$ cat src/sv/amsc_pkg.sv
// Shared types and constants for the accelerometer magnitude step counter.
package amsc_pkg;

    // Raw sample and result widths.
    localparam int AXIS_W  = 16;
    localparam int SUM_W   = 2 * AXIS_W;
    localparam int MAG_W   = 16;
    localparam int COUNT_W = 7;
    localparam int LED_W   = 64;
    localparam int THR_W   = 16;

    // One multiplier bit and one root digit are handled per cycle.
    localparam int DIGITS  = AXIS_W;
    localparam int CNT_W   = $clog2(DIGITS);

    localparam logic [THR_W-1:0]   THRESHOLD_RESET = THR_W'(600);
    localparam logic [COUNT_W-1:0] STEP_WRAP       = COUNT_W'(64);

    typedef struct packed {
        logic signed [AXIS_W-1:0] accel_x;
        logic signed [AXIS_W-1:0] accel_y;
        logic signed [AXIS_W-1:0] accel_z;
    } t_in;

    typedef struct packed {
        logic               step_detected;
        logic [COUNT_W-1:0] step_count;
        logic [MAG_W-1:0]   magnitude;
        logic [LED_W-1:0]   led_map;
    } t_out;

    typedef enum logic [1:0] {
        ST_IDLE,
        ST_SQUARE,
        ST_ROOT,
        ST_FINISH
    } t_state;

endpackage

$ cat src/sv/accel_magnitude_step_counter.sv
// Top level of the accelerometer magnitude step counter.
// Each sample passes through the idle state that accepts it, shift-add squaring,
// the two-bit-per-cycle square root and an update state, which holds while the
// output register is full and stalled.
// The input stalls outside the idle state, so one sample is handled at a time.
// A new sample is taken while the previous result still waits in the output register.
// Reset (synchronous, active low) clears the count and previous magnitude and sets
// the threshold to 600.
module accel_magnitude_step_counter
    import amsc_pkg::*;
(
    input  logic             i_clk,
    input  logic             i_rst_n,
    input  logic             i_in_valid,
    output logic             o_in_stall,
    input  t_in              i_in_data,
    output logic             o_out_valid,
    input  logic             i_out_stall,
    output t_out             o_out_data,
    input  logic             i_cfg_we,
    input  logic [THR_W-1:0] i_cfg_data
);

    localparam logic [CNT_W-1:0] LAST_DIGIT = CNT_W'(DIGITS - 1);

    // Control state.
    t_state             r_state, n_state;
    logic [CNT_W-1:0]   r_cnt;
    logic               r_out_valid;
    logic [THR_W-1:0]   r_threshold;
    logic [MAG_W-1:0]   r_prev_mag;
    logic [COUNT_W-1:0] r_total;

    // Datapath: serial multiplier operands, accumulator and root digit recurrence.
    logic [SUM_W-1:0]   r_mcand_x, r_mcand_y, r_mcand_z;
    logic [AXIS_W-1:0]  r_mplier_x, r_mplier_y, r_mplier_z;
    logic [SUM_W-1:0]   r_acc;
    logic [17:0]        r_rem;
    logic [MAG_W-1:0]   r_root;
    t_out               r_out;

    // Handshake and sequencing decodes.
    logic               in_accept;
    logic               out_take;
    logic               finish_load;

    // Absolute values; the most negative sample maps to 32768, which fits unsigned.
    logic [AXIS_W-1:0]  abs_x, abs_y, abs_z;

    // Per-cycle combinational results.
    logic [SUM_W-1:0]   part_sum;
    logic [18:0]        work_rem;
    logic [18:0]        trial;
    logic [18:0]        diff;
    logic               root_ge;
    logic [MAG_W:0]     rise;
    logic               step;
    logic [COUNT_W-1:0] n_total;
    logic [LED_W-1:0]   led;

    assign abs_x = i_in_data.accel_x[AXIS_W-1] ? (~i_in_data.accel_x + 1'b1)
                                                : i_in_data.accel_x;
    assign abs_y = i_in_data.accel_y[AXIS_W-1] ? (~i_in_data.accel_y + 1'b1)
                                                : i_in_data.accel_y;
    assign abs_z = i_in_data.accel_z[AXIS_W-1] ? (~i_in_data.accel_z + 1'b1)
                                                : i_in_data.accel_z;

    // Next state.
    always_comb begin
        n_state = r_state;
        unique case (r_state)
            ST_IDLE: begin
                if (i_in_valid) n_state = ST_SQUARE;
            end
            ST_SQUARE: begin
                if (r_cnt == LAST_DIGIT) n_state = ST_ROOT;
            end
            ST_ROOT: begin
                if (r_cnt == LAST_DIGIT) n_state = ST_FINISH;
            end
            ST_FINISH: begin
                if (!r_out_valid || !i_out_stall) n_state = ST_IDLE;
            end
            default: n_state = ST_IDLE;
        endcase
    end

    // Control outputs of the sequencer.
    always_comb begin
        o_in_stall  = 1'b1;
        finish_load = 1'b0;
        unique case (r_state)
            ST_IDLE:   o_in_stall  = 1'b0;
            ST_SQUARE: o_in_stall  = 1'b1;
            ST_ROOT:   o_in_stall  = 1'b1;
            ST_FINISH: finish_load = !r_out_valid || !i_out_stall;
            default:   o_in_stall  = 1'b1;
        endcase
    end

    assign in_accept   = i_in_valid && !o_in_stall;
    assign out_take    = r_out_valid && !i_out_stall;
    assign o_out_valid = r_out_valid;
    assign o_out_data  = r_out;

    // One multiplier bit of each axis per cycle; the partial sums never exceed the
    // final sum of squares, so the 32-bit accumulator cannot overflow.
    assign part_sum = r_acc
                    + (r_mplier_x[0] ? r_mcand_x : '0)
                    + (r_mplier_y[0] ? r_mcand_y : '0)
                    + (r_mplier_z[0] ? r_mcand_z : '0);

    // Restoring square root: bring down two radicand bits and try 4q+1.
    assign work_rem = {r_rem[16:0], r_acc[SUM_W-1 -: 2]};
    assign trial    = {1'b0, r_root, 2'b01};
    assign diff     = work_rem - trial;
    assign root_ge  = (work_rem >= trial);

    // Step decision on the finished magnitude.
    assign rise = {1'b0, r_root} - {1'b0, r_prev_mag};
    assign step = (r_root > r_prev_mag) && (rise > {1'b0, r_threshold});

    always_comb begin
        n_total = r_total;
        if (step) begin
            n_total = (r_total == STEP_WRAP) ? '0 : r_total + 1'b1;
        end
    end

    // Bar map: LED k is lit when k+1 is below the new count.
    always_comb begin
        for (int k = 0; k < LED_W; k++) begin
            led[k] = (COUNT_W'(k + 1) < n_total);
        end
    end

    // Control registers.
    always_ff @(posedge i_clk) begin
        if (!i_rst_n) begin
            r_state     <= ST_IDLE;
            r_cnt       <= '0;
            r_out_valid <= 1'b0;
            r_threshold <= THRESHOLD_RESET;
            r_prev_mag  <= '0;
            r_total     <= '0;
        end else begin
            r_state <= n_state;
            if (i_cfg_we) r_threshold <= i_cfg_data;
            if (r_state == ST_SQUARE || r_state == ST_ROOT) begin
                r_cnt <= r_cnt + 1'b1;
            end else begin
                r_cnt <= '0;
            end
            if (finish_load) begin
                r_out_valid <= 1'b1;
                r_prev_mag  <= r_root;
                r_total     <= n_total;
            end else if (out_take) begin
                r_out_valid <= 1'b0;
            end
        end
    end

    // Datapath registers.
    always_ff @(posedge i_clk) begin
        if (in_accept) begin
            r_mcand_x  <= SUM_W'(abs_x);
            r_mcand_y  <= SUM_W'(abs_y);
            r_mcand_z  <= SUM_W'(abs_z);
            r_mplier_x <= abs_x;
            r_mplier_y <= abs_y;
            r_mplier_z <= abs_z;
            r_acc      <= '0;
            r_rem      <= '0;
            r_root     <= '0;
        end else if (r_state == ST_SQUARE) begin
            r_mcand_x  <= r_mcand_x << 1;
            r_mcand_y  <= r_mcand_y << 1;
            r_mcand_z  <= r_mcand_z << 1;
            r_mplier_x <= r_mplier_x >> 1;
            r_mplier_y <= r_mplier_y >> 1;
            r_mplier_z <= r_mplier_z >> 1;
            r_acc      <= part_sum;
        end else if (r_state == ST_ROOT) begin
            r_acc  <= r_acc << 2;
            r_rem  <= root_ge ? diff[17:0] : work_rem[17:0];
            r_root <= {r_root[MAG_W-2:0], root_ge};
        end
        if (finish_load) begin
            r_out.step_detected <= step;
            r_out.step_count    <= n_total;
            r_out.magnitude     <= r_root;
            r_out.led_map       <= led;
        end
    end

`ifndef SYNTHESIS
    // The running count stays within its wrap range.
    a_total_range: assert property (@(posedge i_clk) disable iff (!i_rst_n)
        r_total <= STEP_WRAP)
        else $error("step count beyond wrap limit");

    // An accepted sample always starts the squaring phase.
    a_accept_starts: assert property (@(posedge i_clk) disable iff (!i_rst_n)
        in_accept |=> (r_state == ST_SQUARE) && (r_cnt == '0))
        else $error("accepted sample did not start squaring");

    // Finishing a sample always presents a result.
    a_finish_presents: assert property (@(posedge i_clk) disable iff (!i_rst_n)
        finish_load |=> o_out_valid && (r_state == ST_IDLE))
        else $error("finished sample not presented");

    // The bar map lights one LED fewer than a nonzero count, and none for a zero count.
    a_led_count: assert property (@(posedge i_clk) disable iff (!i_rst_n)
        o_out_valid |-> ($countones(o_out_data.led_map) ==
            ((o_out_data.step_count == '0) ? 0 : int'(o_out_data.step_count) - 1)))
        else $error("LED map does not match step count");
`endif

endmodule
$ cat config.mk
export PLATFORM = sky130hd
export DESIGN_NAME = accel_magnitude_step_counter
export DESIGN_NICKNAME = d
export VERILOG_FILES = /design/src/sv/amsc_pkg.sv /design/src/sv/accel_magnitude_step_counter.sv
export SDC_FILE = /design/constraint.sdc
export NUM_CORES = 1
export LEC_CHECK = 0
export BUFFER_PORTS_ARGS = -buffer_cell sky130_fd_sc_hd__buf_2
export CAP_MARGIN = 20
export CORE_ASPECT_RATIO = 0.8
export CORE_MARGIN = 5
export CORE_UTILIZATION = 66
export DETAILED_ROUTE_END_ITERATION = 12
export PLACE_DENSITY_LB_ADDON = 0.25
export SLEW_MARGIN = 0
export SYNTH_ARGS = -nofsm -noshare
export SYNTH_HDL_FRONTEND = slang
export SYNTH_SLANG_ARGS = --single-unit
$ cat constraint.sdc
create_clock -name i_clk -period 12.2 [get_ports i_clk]
set_clock_uncertainty 0.05 [all_clocks]
set_input_delay 0.61 -clock i_clk [delete_from_list [all_inputs] [get_ports i_clk]]
set_output_delay 0.61 -clock i_clk [all_outputs]
set_load 0.01 [all_outputs]
# [After elaboration in Yosys (flattened, before gate mapping)]
# Index checks and enable logic that the tools add are counted.
[totals] inputBits=69 reg_bits=343 word_cells=158
[classes] n_mux=32 n_eq_ne=9 order_cmp=67 reduce_logical=14 addsub=10 bitwise_logic=4
[op_table] op="$mux 16" count=15
[op_table] op="$lt 6x7->1 const A" count=32
[op_table] op="$mux 32" count=5
[op_table] op="$lt 5x7->1 const A" count=16
[op_table] op="$add 32x32->32" count=3
[op_table] op="$lt 4x7->1 const A" count=8
[op_table] op="$add 16x1->16 const B" count=3
[op_table] op="$not 16->16" count=3
[op_table] op="$lt 3x7->1 const A" count=4
[op_table] op="$ge 19x18->1" count=1
[op_table] op="$gt 17x16->1" count=1
[op_table] op="$mux 17" count=1
[op_table] op="$sub 16x16->17" count=1
[op_table] op="$sub 17x17->17" count=1
[op_table] op="$gt 16x16->1" count=1
[op_table] op="$lt 2x7->1 const A" count=2
[op_table] op="$mux 7" count=2
[op_table] op="$mux 2" count=4
[op_table] op="$ne 2x2->1 const B" count=4
[op_table] op="$pmux 2 s4" count=1
[op_table] op="$add 7x1->7 const B" count=1
[op_table] op="$eq 7x7->1 const B" count=1
[op_table] op="$lt 1x7->1 const A" count=1
[op_table] op="$lt 7x7->1 const A" count=1
[op_table] op="other kinds (13)" count=24

# [Depth between registers and ports, before layout]
[logic_depth] ltp_word=5 mapped_depth=25 ltp_nobuf=24

# [Worst setup path after synthesis]
# OpenSTA, ideal clock, no wires.
[synth_timing] kind="register -> register" start="reg r_prev_mag[2]" end="reg r_out, in the netlist o_out_data[1], data pin" t_arrival_ns=4.425 slack_ns=7.453 n_path_buf=2 required_time_ns=11.878 setup_ns=0.272 path_stages_with_launch=24 synth_period_minus_slack_ns=4.747 cell_sequence="dfxtp_1 > inv_1 > ha_1 > nor2b_1 > o31a_1 > o211ai_1 > nand2_1 > a21oi_1 > o21bai_1 > a21o_1 > a21oi_1 > xnor2_1 > ha_1 > nand4_1 > nor4_1 > o21ai_0 > nand4_1 > a2bb2oi_1 > o41ai_2 > o31a_1 > buf_6 > and2_4 > buf_6 > or4b_1"
[synth_between] elab_chain_cells=5
[synth_lines] element="start, declared" line_no="accel_magnitude_step_counter.sv:31" rtl="logic [MAG_W-1:0] r_prev_mag;"
[synth_lines] element="start signal, assigned" line_no="accel_magnitude_step_counter.sv:156" rtl="r_prev_mag <= r_root;"
[synth_lines] element="$sub 16x16->17" line_no="accel_magnitude_step_counter.sv:120" rtl="assign rise = {1'b0, r_root} - {1'b0, r_prev_mag};"
[synth_lines] element="$gt 17x16->1" line_no="accel_magnitude_step_counter.sv:121" rtl="assign step = (r_root > r_prev_mag) && (rise > {1'b0, r_threshold});"
[synth_lines] element="$logic_and 1x1->1 *" line_no="accel_magnitude_step_counter.sv:121"
[synth_lines] element="$mux 7 *" line_no="accel_magnitude_step_counter.sv:125" rtl="if (step) begin"
[synth_lines] element="$lt 2x7->1 *" line_no="accel_magnitude_step_counter.sv:133" rtl="led[k] = (COUNT_W'(k + 1) < n_total);"
[synth_lines] element="net led[1]" line_no="accel_magnitude_step_counter.sv:59" rtl="logic [LED_W-1:0] led;"
[synth_lines] element="end, declared" line_no="accel_magnitude_step_counter.sv:40" rtl="t_out r_out;"
# Mark *: on every way through the listed nets, which the timed path passes. The rest lies on a longest branch.
# A chain may end at the register's enable or synchronous reset.

# [Worst setup path in the final report]
[layout_timing] start="reg r_root[0]" end="reg r_out, in the netlist o_out_data[10], data pin"
[layout_between] elab_chain_cells=5
[layout_lines] element="start, declared" line_no="accel_magnitude_step_counter.sv:39" rtl="logic [MAG_W-1:0] r_root;"
[layout_lines] element="start signal, assigned" line_no="accel_magnitude_step_counter.sv:187" rtl="r_root <= {r_root[MAG_W-2:0], root_ge};"
[layout_lines] element="$sub 16x16->17" line_no="accel_magnitude_step_counter.sv:120"
[layout_lines] element="$gt 17x16->1" line_no="accel_magnitude_step_counter.sv:121"
[layout_lines] element="$logic_and 1x1->1 *" line_no="accel_magnitude_step_counter.sv:121"
[layout_lines] element="$mux 7 *" line_no="accel_magnitude_step_counter.sv:125"
[layout_lines] element="$lt 4x7->1 *" line_no="accel_magnitude_step_counter.sv:133"
[layout_lines] element="net led[10]" line_no="accel_magnitude_step_counter.sv:59"
# Marks and branches as above.

==> out/metrics.cfg <==
[setup_path]
cp.required_ns = 12.39
r2r_cells = 23
worstPathMaxFanout = 18
crit_path_end_kind = register
cp-endpoint = o_out_data[10]
r2r_end = o_out_data[10]
r2r_slack_ns = 5.96
critical_path_class = reg2reg
crit_arrival_ns = 6.43
worstSetupStartpointType = register
timing.rr.start = r_root[0]
cp-startpoint = r_root[0]

[cts]
clkTransAtPathRegs_ns = 0.06
root_buffer = clkbuf_16
cts_resized = 0
cts_tree = done
postCtsSetupBuffers = 0
cts_hold_buf = 0
clock-sinks = 342
htree_levels = 2
cts_made_buffers = 36
clkLatencyLatePin_ns = 0.54
clockBufferDepth = 3

[grt]
antenna_found_initial = 0
grt_pass1_vias = 14460
use_met2 = 0.4407
grtUsageMet3 = 0.03691
grt_pass1_wl_um = 72660
met1_usage = 0.3649
grt.total_usage = 0.2625
gr-max-usage-layer = met2
overflow = 0
grt_max_degree = 82

[power]
p_sw_frac = 0.4161
comb_power_share = 0.514
power_leakage_nw = 9.010
max-vdd-ir-drop_v = 0.0001824
p_int_mw = 3.473
switching_power_mw = 2.475
p_clk_frac = 0.176
sequentialPowerShare = 0.310
pwr_density_cell_nw_per_um2 = 272.8

[synth]
async_flop_share = 0
synth_top_area_frac = 0.2787
yosysTopAreaCell = edfxtp_1
synth_warnings = 0
syn_nets = 2204
synth-edff-count = 183
synthCells = 1980
synth_area_um2 = 19720
synth_seq_cells = 342
ys_types = 77
netlist_top_cells_area = edfxtp_1 28%, dfxtp_1 16%, fa_1 6.4%, ha_1 5.8%, mux2i_1 4.8%
syn_area_per_cell_um2 = 9.957
ys.flop_type = edfxtp_1
seq_area_frac_synth = 0.4402

[floorplan]
ioPinCount = 159
start_util = 0.6715
core_um2 = 29360
die_x_um = 203.2
rows = 56
fp.dieH_um = 164.6
fp.dieArea_um2 = 33450

[placed_design]
hpwl_um = 30860
placedCellCount = 2427
place_area_um2 = 20660
place_ws_ns = 6.095
portBuffers = 158
gp_congestion = 0.8951

[timing]
fin_setup_tns_ns = 0
fin_crit_sh = 0.5113
rsz0062_at_grt = false
slew_viol_final = 0
whs_ns = 0.2558
setup_viol = 0
tightest_slew_ns = 1.081
hold_viol = 0
timing.slew.headroom = 0.2794
fmaxAchievable_mhz = 160.3
min_period_ns = 6.238
setup_slack_ns = 5.962

[detailed_routing]
drt_first_pass_iters = 5
wl_per_cell_um = 17.76
drt_iter0_drc = 1205
drtAntennaViolNets = 0
viasPerCell = 6.025
route.detailed.drc = 0
via_count = 15020
drt_wl_total_um = 44280

[final_layout]
final_net_count = 2313
num_antenna_cells = 0
fin_cells = 2493
syn_to_final_growth_pct = 10.59
drive_gt1_frac = 0.1177
fin_area_um2 = 21800

[job]
maxCapViolations = 0

[worst_hold_path]
hold_class = in2reg

[run_status]
status = complete, no violations

power by group through the flow:
| stage | registers, mW | clock network [mW] | logic, mW |
|---|---|---|---|
| global route | 1.88 | 1.12 | 3.40 |
| finish | 1.84 | 1.05 | 3.06 |
| CTS | 1.85 | 1.06 | 3.01 |
| floorplan | 1.79 | 0 | 2.41 |
| detailed placement | 1.87 | 0 | 2.96 |
| global placement | 1.86 | 0 | 2.88 |
per-layer routing:
layer  vias up  share of wire
li1       7276              -
met2       489           0.47
met1      7181           0.45
met5         -              0
met4         0          0.021
met3        74          0.057
Yosys cell counts (11+ instances only):
master,number
a211oi_1,14
ha_1,92
a21oi_1,146
o211ai_1,19
xnor2_1,42
clkbuf_1,74
and3_1,26
nor3_1,23
nor2_1,150
xor2_1,39
o21ai_0,102
nand2_1,208
dfxtp_1,159
fa_1,63
edfxtp_1,183
nand4_1,11
mux2i_1,95
a21o_1,27
and2_1,101
buf_1,12
o31ai_1,13
nor2b_1,16
a31oi_1,21
inv_1,88
nand3_1,30
o21a_1,80
area by class of cell:
cell class                      count  area, um^2
Tap cell                          377       471.7
Clock inverter                     22       161.4
Fill cell                        2029        7556
Inverter                           93       351.6
Timing Repair Buffer              167       878.3
Clock buffer                       43       948.4
Sequential cell                   342        8678
Multi-Input combinational cell   1449       10310
worst min path at each step:
stage	from	endpoint	slack, ns	depth (start not counted)
detailed placement	r_cnt[0]	r_cnt[0]	0.39	1
global placement	r_cnt[0]	r_cnt[0]	0.38	1
global route	i_cfg_data[2]	r_threshold[2]	0.27	3
floorplan	r_cnt[0]	r_cnt[0]	0.37	1
CTS	i_cfg_data[4]	r_threshold[4]	0.24	3
finish	i_cfg_data[4]	r_threshold[4]	0.26	3
worst max-delay path: stages (launching register included):
cell and delay, ns:
dfxtp_1 0.33, inv_1 0.12, ha_1 0.20, fa_1 0.22, nor2b_1 0.08, o31a_1 0.28
o211ai_1 0.23, nand2_1 0.09, a21oi_1 0.29, o21bai_1 0.14, a21o_1 0.19, a21oi_1 0.17
xnor2_1 0.09, ha_1 0.30, nand4_1 0.13, nor4_1 0.42, o21ai_0 0.19, nand4_1 0.19
a2bb2oi_1 0.20, o41ai_2 0.38, o31a_1 0.58, inv_1 0.19, nor2_1 0.69, o21ai_0 0.21
kinds of logic (layout without fill, tap and decap cells):
logic type,after synthesis,count (layout),share of synthesized area
and+or+nand+nor,617,617,0.1498
AOI/OAI and AO/OA,500,500,0.1641
DFF,342,342,0.4402
buffers and inverters,189,325,0.03814
adders and majority gates,155,155,0.1224
muxes,96,96,0.04937
xor gates and xnor gates,81,81,0.03598
sequential cells by signal, indices dropped and copies added (netlist names):
register and cells:
o_out_valid 1, r_mplier_z 16, o_out_data 87, r_mplier_y 16, r_mcand_x 32, r_state 2
r_mplier_x 16, r_acc 32, r_prev_mag 16, r_root 16, r_threshold 16, r_mcand_y 32
r_total 7, r_mcand_z 32, r_cnt 4, r_rem 17
cell usage in the layout, fill, tap and decap left out, types with 11 or more instances in the layout:
cell,n
nor3_1,23
o21ai_0,102
and3_1,26
ha_1,90
a21oi_1,146
mux2i_1,95
a21o_1,27
nand2_1,206
o211ai_1,19
dfxtp_1,159
nand4_1,11
nand3_1,30
and2_1,100
clkbuf_16,37
xor2_1,39
buf_2,158
o31ai_1,13
a31oi_1,21
nor2b_1,16
o21a_1,80
inv_1,88
nor2_1,150
a211oi_1,14
edfxtp_1,183
clkinv_1,12
fa_1,63
xnor2_1,42
through the flow:
step / power (mW) / utilization
floorplan: 4.204 / -
global placement: 4.741 / 0.7039
detailed placement: 4.835 / 0.7039
CTS: 5.928 / 0.7417
global route: 6.398 / 0.7426
finish: 5.948 / 0.7426
No activity file was read; power rests on OpenSTA's default activity.
